[config.mk]
export PLATFORM = sky130hd
export DESIGN_NAME = bcsf_div
export DESIGN_NICKNAME = d
export VERILOG_FILES = /design/src/design/bcsf_pkg.sv /design/src/design/bcsf_div.sv
export SDC_FILE = /design/constraint.sdc
export NUM_CORES = 2
export LEC_CHECK = 0
export ABC_AREA = 1
export ABC_CLOCK_PERIOD_IN_PS = 7600
export BUFFER_PORTS_ARGS = -buffer_cell sky130_fd_sc_hd__buf_2
export CAP_MARGIN = 20
export CORE_MARGIN = 2
export CORE_UTILIZATION = 25
export DETAILED_ROUTE_END_ITERATION = 8
export SLEW_MARGIN = 20
export SYNTH_ARGS = -nofsm -noshare
export SYNTH_HDL_FRONTEND = slang
export SYNTH_SLANG_ARGS = --single-unit
[constraint.sdc]
create_clock -name clock -period 7.6 [get_ports clock]
set_clock_uncertainty 0.1 [all_clocks]
set_input_delay 0.38 -clock clock [delete_from_list [all_inputs] [get_ports clock]]
set_output_delay 0.38 -clock clock [all_outputs]
set_load 0.02 [all_outputs]
[src/design/bcsf_pkg.sv]
// ----------------------------------------------------------------------------
// bcsf_pkg
// Shared widths, fixed-point constants and a table builder for the per-site
// base count feature pipeline.
// ----------------------------------------------------------------------------
package bcsf_pkg;

   // field widths of the request and response items
   localparam int COUNT_W = 16;
   localparam int REF_W   = 2;
   localparam int RATIO_W = 36;
   localparam int VAR_W   = 19;
   localparam int MEAN_W  = 19;

   // parameter defaults
   localparam int COUNT_BITS_DEF = 16;
   localparam int FRAC_BITS_DEF  = 16;

   // Q32 log constants, ln(0.1) and ln(1.9)
   localparam logic signed [RATIO_W-1:0] LN_TENTH_Q32    = -36'sd9889527671;
   localparam logic signed [RATIO_W-1:0] LN_ONE_NINE_Q32 = 36'sd2756741450;

   // common denominator of the variance cases k*(k-1) for k = 2, 3, 4
   localparam int VarDen = 12;

   typedef logic [15:0][VAR_W-1:0] var_table_type;

   // variance of the occupied positions, one entry per nonzero-count mask
   function automatic var_table_type var_table(input int frac);
      var_table_type tbl;
      int            k;
      int            psum;
      int            psq;
      int            n;
      int            scaled;
      longint        num;
      for (int m = 0; m < 16; m++) begin
         k    = 0;
         psum = 0;
         psq  = 0;
         for (int i = 0; i < 4; i++) begin
            if (m[i]) begin
               k    = k + 1;
               psum = psum + i + 1;
               psq  = psq + (i + 1) * (i + 1);
            end
         end
         n = k * psq - psum * psum;
         case (k)
            2:       scaled = n * 6;
            3:       scaled = n * 2;
            4:       scaled = n;
            default: scaled = 0;
         endcase
         num    = (longint'(scaled) <<< frac) + longint'(VarDen / 2);
         tbl[m] = VAR_W'(num / VarDen);
      end
      return tbl;
   endfunction

endpackage

[src/design/bcsf_div.sv]
// ----------------------------------------------------------------------------
// bcsf_div
// Pipelined restoring divider, one quotient bit per stage, with a side
// payload and a valid bit carried alongside each stage.
// ----------------------------------------------------------------------------
module bcsf_div
   import bcsf_pkg::*;
#(
   parameter int NUM_BITS  = 36,
   parameter int DEN_BITS  = 18,
   parameter int QUO_BITS  = 19,
   parameter int SIDE_BITS = 121
) (
   input  logic                 clock,
   input  logic                 reset,
   input  logic                 en,
   input  logic                 in_valid,
   input  logic [NUM_BITS-1:0]  num,
   input  logic [DEN_BITS-1:0]  den,
   input  logic [SIDE_BITS-1:0] side,
   output logic                 out_valid,
   output logic [QUO_BITS-1:0]  quo,
   output logic [SIDE_BITS-1:0] side_out
);

   localparam int RemBits = DEN_BITS + QUO_BITS;

   logic                 vld_ff  [QUO_BITS];
   logic [RemBits-1:0]   rem_ff  [QUO_BITS];
   logic [QUO_BITS-1:0]  quo_ff  [QUO_BITS];
   logic [DEN_BITS-1:0]  den_ff  [QUO_BITS];
   logic [SIDE_BITS-1:0] side_ff [QUO_BITS];

   for (genvar j = 0; j < QUO_BITS; j++) begin : g_stage
      logic                 vld_prev;
      logic [RemBits-1:0]   rem_prev;
      logic [QUO_BITS-1:0]  quo_prev;
      logic [DEN_BITS-1:0]  den_prev;
      logic [SIDE_BITS-1:0] side_prev;
      logic [RemBits-1:0]   trial;
      logic [RemBits-1:0]   rem_in;
      logic [QUO_BITS-1:0]  quo_in;

      // stage input: ports for the first stage, previous stage otherwise
      if (j == 0) begin : g_first
         assign vld_prev  = in_valid;
         assign rem_prev  = RemBits'(num);
         assign quo_prev  = '0;
         assign den_prev  = den;
         assign side_prev = side;
      end else begin : g_next
         assign vld_prev  = vld_ff[j-1];
         assign rem_prev  = rem_ff[j-1];
         assign quo_prev  = quo_ff[j-1];
         assign den_prev  = den_ff[j-1];
         assign side_prev = side_ff[j-1];
      end

      // trial subtract of the shifted divisor for this quotient bit
      always_comb begin
         trial  = RemBits'(den_prev) << (QUO_BITS - 1 - j);
         rem_in = rem_prev;
         quo_in = quo_prev;
         if (rem_prev >= trial) begin
            rem_in                   = rem_prev - trial;
            quo_in[QUO_BITS - 1 - j] = 1'b1;
         end
      end

      always_ff @(posedge clock) begin
         if (reset) begin
            vld_ff[j] <= 1'b0;
         end else if (en) begin
            vld_ff[j] <= vld_prev;
         end
      end

      always_ff @(posedge clock) begin
         if (en) begin
            rem_ff[j]  <= rem_in;
            quo_ff[j]  <= quo_in;
            den_ff[j]  <= den_prev;
            side_ff[j] <= side_prev;
         end
      end
   end

   assign out_valid = vld_ff[QUO_BITS-1];
   assign quo       = quo_ff[QUO_BITS-1];
   assign side_out  = side_ff[QUO_BITS-1];

endmodule

After elaboration in Yosys (flattened, before gate mapping)
Memory sizes are Yosys's and may differ from the RTL's.
Index checks and enable logic that the tools add are counted.
Widths: inputs -> output; s select.
{ "word_totals": {"ff_bits": 0, "ramBits": 3724, "wordCells": 125, "memories": 5} }
{ "classes": {"n_addsub": 19, "order_cmp": 19, "n_mux": 63, "bitwise": 19} }
{ "memory_table": {"columns": ["name", "depth", "width", "read_ports", "rd_clocked_by_memory_dff", "write_ports", "line_no", "rtl"], "rows": [
  ["side_ff", 19, 121, 19, 0, 19, "bcsf_div.sv:32", "logic [SIDE_BITS-1:0] side_ff [QUO_BITS];"],
  ["rem_ff", 19, 37, 18, 0, 19, "bcsf_div.sv:29", "logic [RemBits-1:0] rem_ff [QUO_BITS];"],
  ["quo_ff", 19, 19, 19, 0, 19, "bcsf_div.sv:30", "logic [QUO_BITS-1:0] quo_ff [QUO_BITS];"],
  ["den_ff", 19, 18, 18, 0, 19, "bcsf_div.sv:31", "logic [DEN_BITS-1:0] den_ff [QUO_BITS];"],
  ["vld_ff", 19, 1, 19, 0, 19, "bcsf_div.sv:28", "logic vld_ff [QUO_BITS];"]
]} }
{ "op_table": {"columns": ["cell", "n"], "rows": [
  ["$mux 37", 19],
  ["$mux 1", 44],
  ["$ge 37x18->1", 1],
  ["$ge 37x19->1", 1],
  ["$ge 37x20->1", 1],
  ["$ge 37x21->1", 1],
  ["$ge 37x22->1", 1],
  ["$ge 37x23->1", 1],
  ["$ge 37x24->1", 1],
  ["$ge 37x25->1", 1],
  ["$ge 37x26->1", 1],
  ["$ge 37x27->1", 1],
  ["$ge 37x28->1", 1],
  ["$ge 37x29->1", 1],
  ["$ge 37x30->1", 1],
  ["$ge 37x31->1", 1],
  ["$ge 37x32->1", 1],
  ["$ge 37x33->1", 1],
  ["$ge 37x34->1", 1],
  ["$ge 37x35->1", 1],
  ["$sub 36x36->37", 1],
  ["$sub 37x18->37", 1],
  ["$sub 37x19->37", 1],
  ["$sub 37x20->37", 1],
  ["17 further kinds", 35]
]} }

Logic depth before layout (Yosys ltp)
{ "logic_depth": {"word_depth": 4, "ltp_mapped": 18} }

Worst setup path after synthesis
Ideal clock, no wire load.
{ "synth_path": {"path_type": "reg-to-reg", "start": "mem den_ff[2][0]", "end": "mem rem_ff[3][32] (netlist name) (data pin)", "arrival_time_ps": 2057, "required_ps": 7247, "path_slack_ps": 5190, "path_stages_with_launch": 17, "n_path_buf": 2, "cell_sequence": "edfxtp_1 > ha_1 > fa_1 > inv_1 > nand3_1 > nand2_1 > nand2_1 > nand2_1 > nand3_1 > nand2_1 > nand2_1 > nand2_2 > inv_2 > buf_6 > buf_6 > nand2_1 > nand2_1"} }
{ "synth_rtl": {"columns": ["element", "line_no"], "rows": [
  ["start, declared", "bcsf_div.sv:31"],
  ["end, declared", "bcsf_div.sv:29"]
]} }

==> results.yml <==
status:
  outcome: "completed"
critical_path:
  crit_path_cell_trace: "ha_1, fa_1, o21ai_2, nand2_1, nand2_1, nand2_1, nand2_1, nand2_1, nand2_1, inv_2, nand2_1, nand2_1"
  r2r_start: "den_ff[4][0]"
  max_stage_delay_ns: 0.65
  startpoint_type: "flop"
  cp_slowest_cell: "nand2_1"
  path_common_cell: "nand2_1"
  crit_type: "flop to flop"
  startpoint: "den_ff[4][0]"
  worstPathMaxFanout: 22
  crit_required_ns: 8.22
  worst_ep_arrival_time_ns: 4.15
  endpoint_kind: "flop"
layout:
  finalNetCount: 11815
  layoutNonFillerInstCount: 18867
  final_util_pct: 29.9
  syn2layout_area_growth_pct: 19.1
  drive_above_1_share_pct: 9.20
grt:
  grt_usage_pct: 10.5
  grt_pass1_vias: 76094
  grt.overflow.total: 0
  grt_start_max_net_pins: 194
  grt_antenna_before_repair: 13
  grt_first_pass_wirelength_um: 459000
detailed_routing:
  ant_nets: 0
  firstDrtPassIters: 7
  drt-total-wl_um: 303000
  drc: 0
  vias_per_cell: 4.05
  num_vias: 76470
  wl_per_cell_um: 16.1
  drt_iter0_drc: 5978
placement:
  gp_congestion: 0.890
  dp_hpwl_um: 214000
  post-place-cells: 17834
  numPortBuffers: 319
clock_tree:
  worst_skew_pair.late_latency_ns: 1.03
  clockBufferDepth: 4
  post_cts.repair.setup_buffers: 0
  post_cts_resized: 0
  ctsHoldBuffers: 344
  cts_root_buffer: "clkbuf_16"
  numCtsBuffers: 382
  htree_levels: 5
  clk_pin_slew_ns: 0.06
  cts_sinks: 3498
  cts_tree: "built"
power:
  ir_drop_uv: 177
  switching_share_pct: 30.0
  power.switching_mw: 16.2
  pwr-share-comb_pct: 20.1
  power_density_mw_per_mm2: 327
  p_seq_share_pct: 46.5
  pwr-share-clk_pct: 33.4
  p_int_mw: 37.8
  leakage_nw: 61.4
synth:
  ys_top_cells_by_area: "edfxtp_1 (76%), nand2_1 (6.4%), ha_1 (3.1%)"
  ys_types: 52
  synthFlopType: "edfxtp_1"
  synth-edff-count: 3498
  synth_area_mm2: 0.139
  ys_warn_count: 0
  ys_seq_elements: 3498
  yosys.cell_count.top_type: "edfxtp_1"
  syn_area_per_cell_um2: 13.5
  async_reset_ff_share_pct: 0
  synth-seq-area-share_pct: 75.7
  synthCells: 10256
  synth_fp_nets: 10795
  synth_commonest_cells: "edfxtp_1 (3498), nand2_1 (2366), inv_1 (1097)"
  synth_area_leader_cell: "edfxtp_1"
  yosys.area.top_type_share_pct: 75.7
min_path:
  hp-class: "input port to flop"
  hp-start: "side[103]"
die:
  start_util_pct: 25.1
  ios: 320
  die_w_um: 749
  core_mm2: 0.553
  die_y_um: 749
  rows: 273
  dieArea_mm2: 0.561
timing:
  finalMaxSlewViolations: 0
  hold_violations: 0
  post-route-min-period_ns: 3.54
  setup_viol: 0
  tightest_slew_ns: 1.08
  slew_headroom_pct: 28.2
  clock.fmax_mhz: 283
  setup_tns_ns: 0
  fin_hold_ws_ns: 0.112
  rsz0062_at_grt: "false"
  fin_crit_sh_pct: 46.5
run:
  maxCapViolCount: 0
[path summary, 6_finish.rpt]
path / to / slack (ns) / cells after the start
hold reg to reg: side_ff[14][107] / 0.28 / 0
hold / removal: side_ff[0][103] / 0.11 / 2
setup / recovery: rem_ff[5][19] / 4.06 / 12
setup reg to reg: rem_ff[5][19] / 4.06 / 12
[cell families after synthesis]
family,synth area share (%)
flops,75.7
fa+ha+maj,3.34
simple gates,12.2
xor+xnor,1.55
buf+inv,3.47
compound gates,3.76
[per-layer routing]
metal	vias to the layer above	part of all wire, %	wire length, um	track usage, %
met1	36319	45	136000	13.8
met4	0	3.6	10900	3.74
li1	38098	-	-	-
met3	558	4.4	13400	1.79
met5	-	0	0	0
met2	1495	47	142000	17.3
[state kept, by name (all words and copies together), names as in the netlist]
register	flops
quo_ff	190
den_ff	324
vld_ff	19
side_ff	2299
rem_ff	666
[per-stage QoR]
stage	area [um2]	setup WS (ns)	power (mW)
finish	165000	4.06	54.1
global route	165000	3.81	57.1
CTS	165000	3.88	54.9
detailed placement	149000	3.94	36.2
global placement	149000	3.89	36.3
floorplan	139000	5.19	32.2
[power by group through the flow]
| stage | Combinational, mW | Sequential, mW | Clock (mW) |
|---|---|---|---|
| 2_1_floorplan | 7.33 | 24.8 | 0 |
| 3_3_place_gp | 10.7 | 25.5 | 0 |
| 3_5_place_dp | 10.7 | 25.6 | 0 |
| 4_1_cts | 10.9 | 25.2 | 18.8 |
| 5_1_grt | 12.2 | 25.3 | 19.5 |
| 6_report | 10.9 | 25.1 | 18.1 |
[critical path, delay by kind of cell, from the launching register on]
kind,cells,cell delay (ns)
AOI/OAI and AO/OA,1,0.26
adders and majority gates,2,0.72
buffers and inverters,1,0.45
DFF,1,0.39
and+or+nand+nor,8,1.32
[layout make-up]
| cell class | instances | area [um2] |
|---|---|---|
| Antenna cell | 2 | 5.00 |
| Sequential cell | 3498 | 105000 |
| Timing Repair Buffer | 710 | 5650 |
| Inverter | 1122 | 4220 |
| Fill cell | 55500 | 387000 |
| Tap cell | 7287 | 9120 |
| Clock buffer | 461 | 9940 |
| Clock inverter | 225 | 2350 |
| Multi-Input combinational cell | 5562 | 28900 |
[layout by cell type (no fill, tap or decap), drive strengths merged, types with 4 or more instances in the layout]
| master | netlist | layout |
|---|---|---|
| buf | 71 | 366 |
| bufinv | 0 | 29 |
| xor2 | 110 | 110 |
| dlygate4sd3 | 0 | 344 |
| clkbuf | 3 | 461 |
| clkinv | 1 | 158 |
| and3 | 5 | 5 |
| o21a | 21 | 21 |
| and2 | 20 | 20 |
| a21boi | 7 | 7 |
| fa | 18 | 18 |
| nor4 | 31 | 31 |
| or2 | 16 | 16 |
| a21oi | 495 | 495 |
| nand3 | 378 | 378 |
| a211oi | 4 | 4 |
| o21bai | 20 | 20 |
| o21ai | 371 | 371 |
| nand4 | 195 | 195 |
| inv | 1121 | 1139 |
| a21o | 19 | 19 |
| o211ai | 4 | 4 |
| nor2 | 791 | 791 |
| clkinvlp | 0 | 21 |
| xnor2 | 135 | 135 |
| nand2 | 2388 | 2388 |
| edfxtp | 3498 | 3498 |
| nand3b | 65 | 65 |
| nor3 | 117 | 117 |
| ha | 342 | 342 |
No activity file was read; power rests on OpenSTA's default activity.
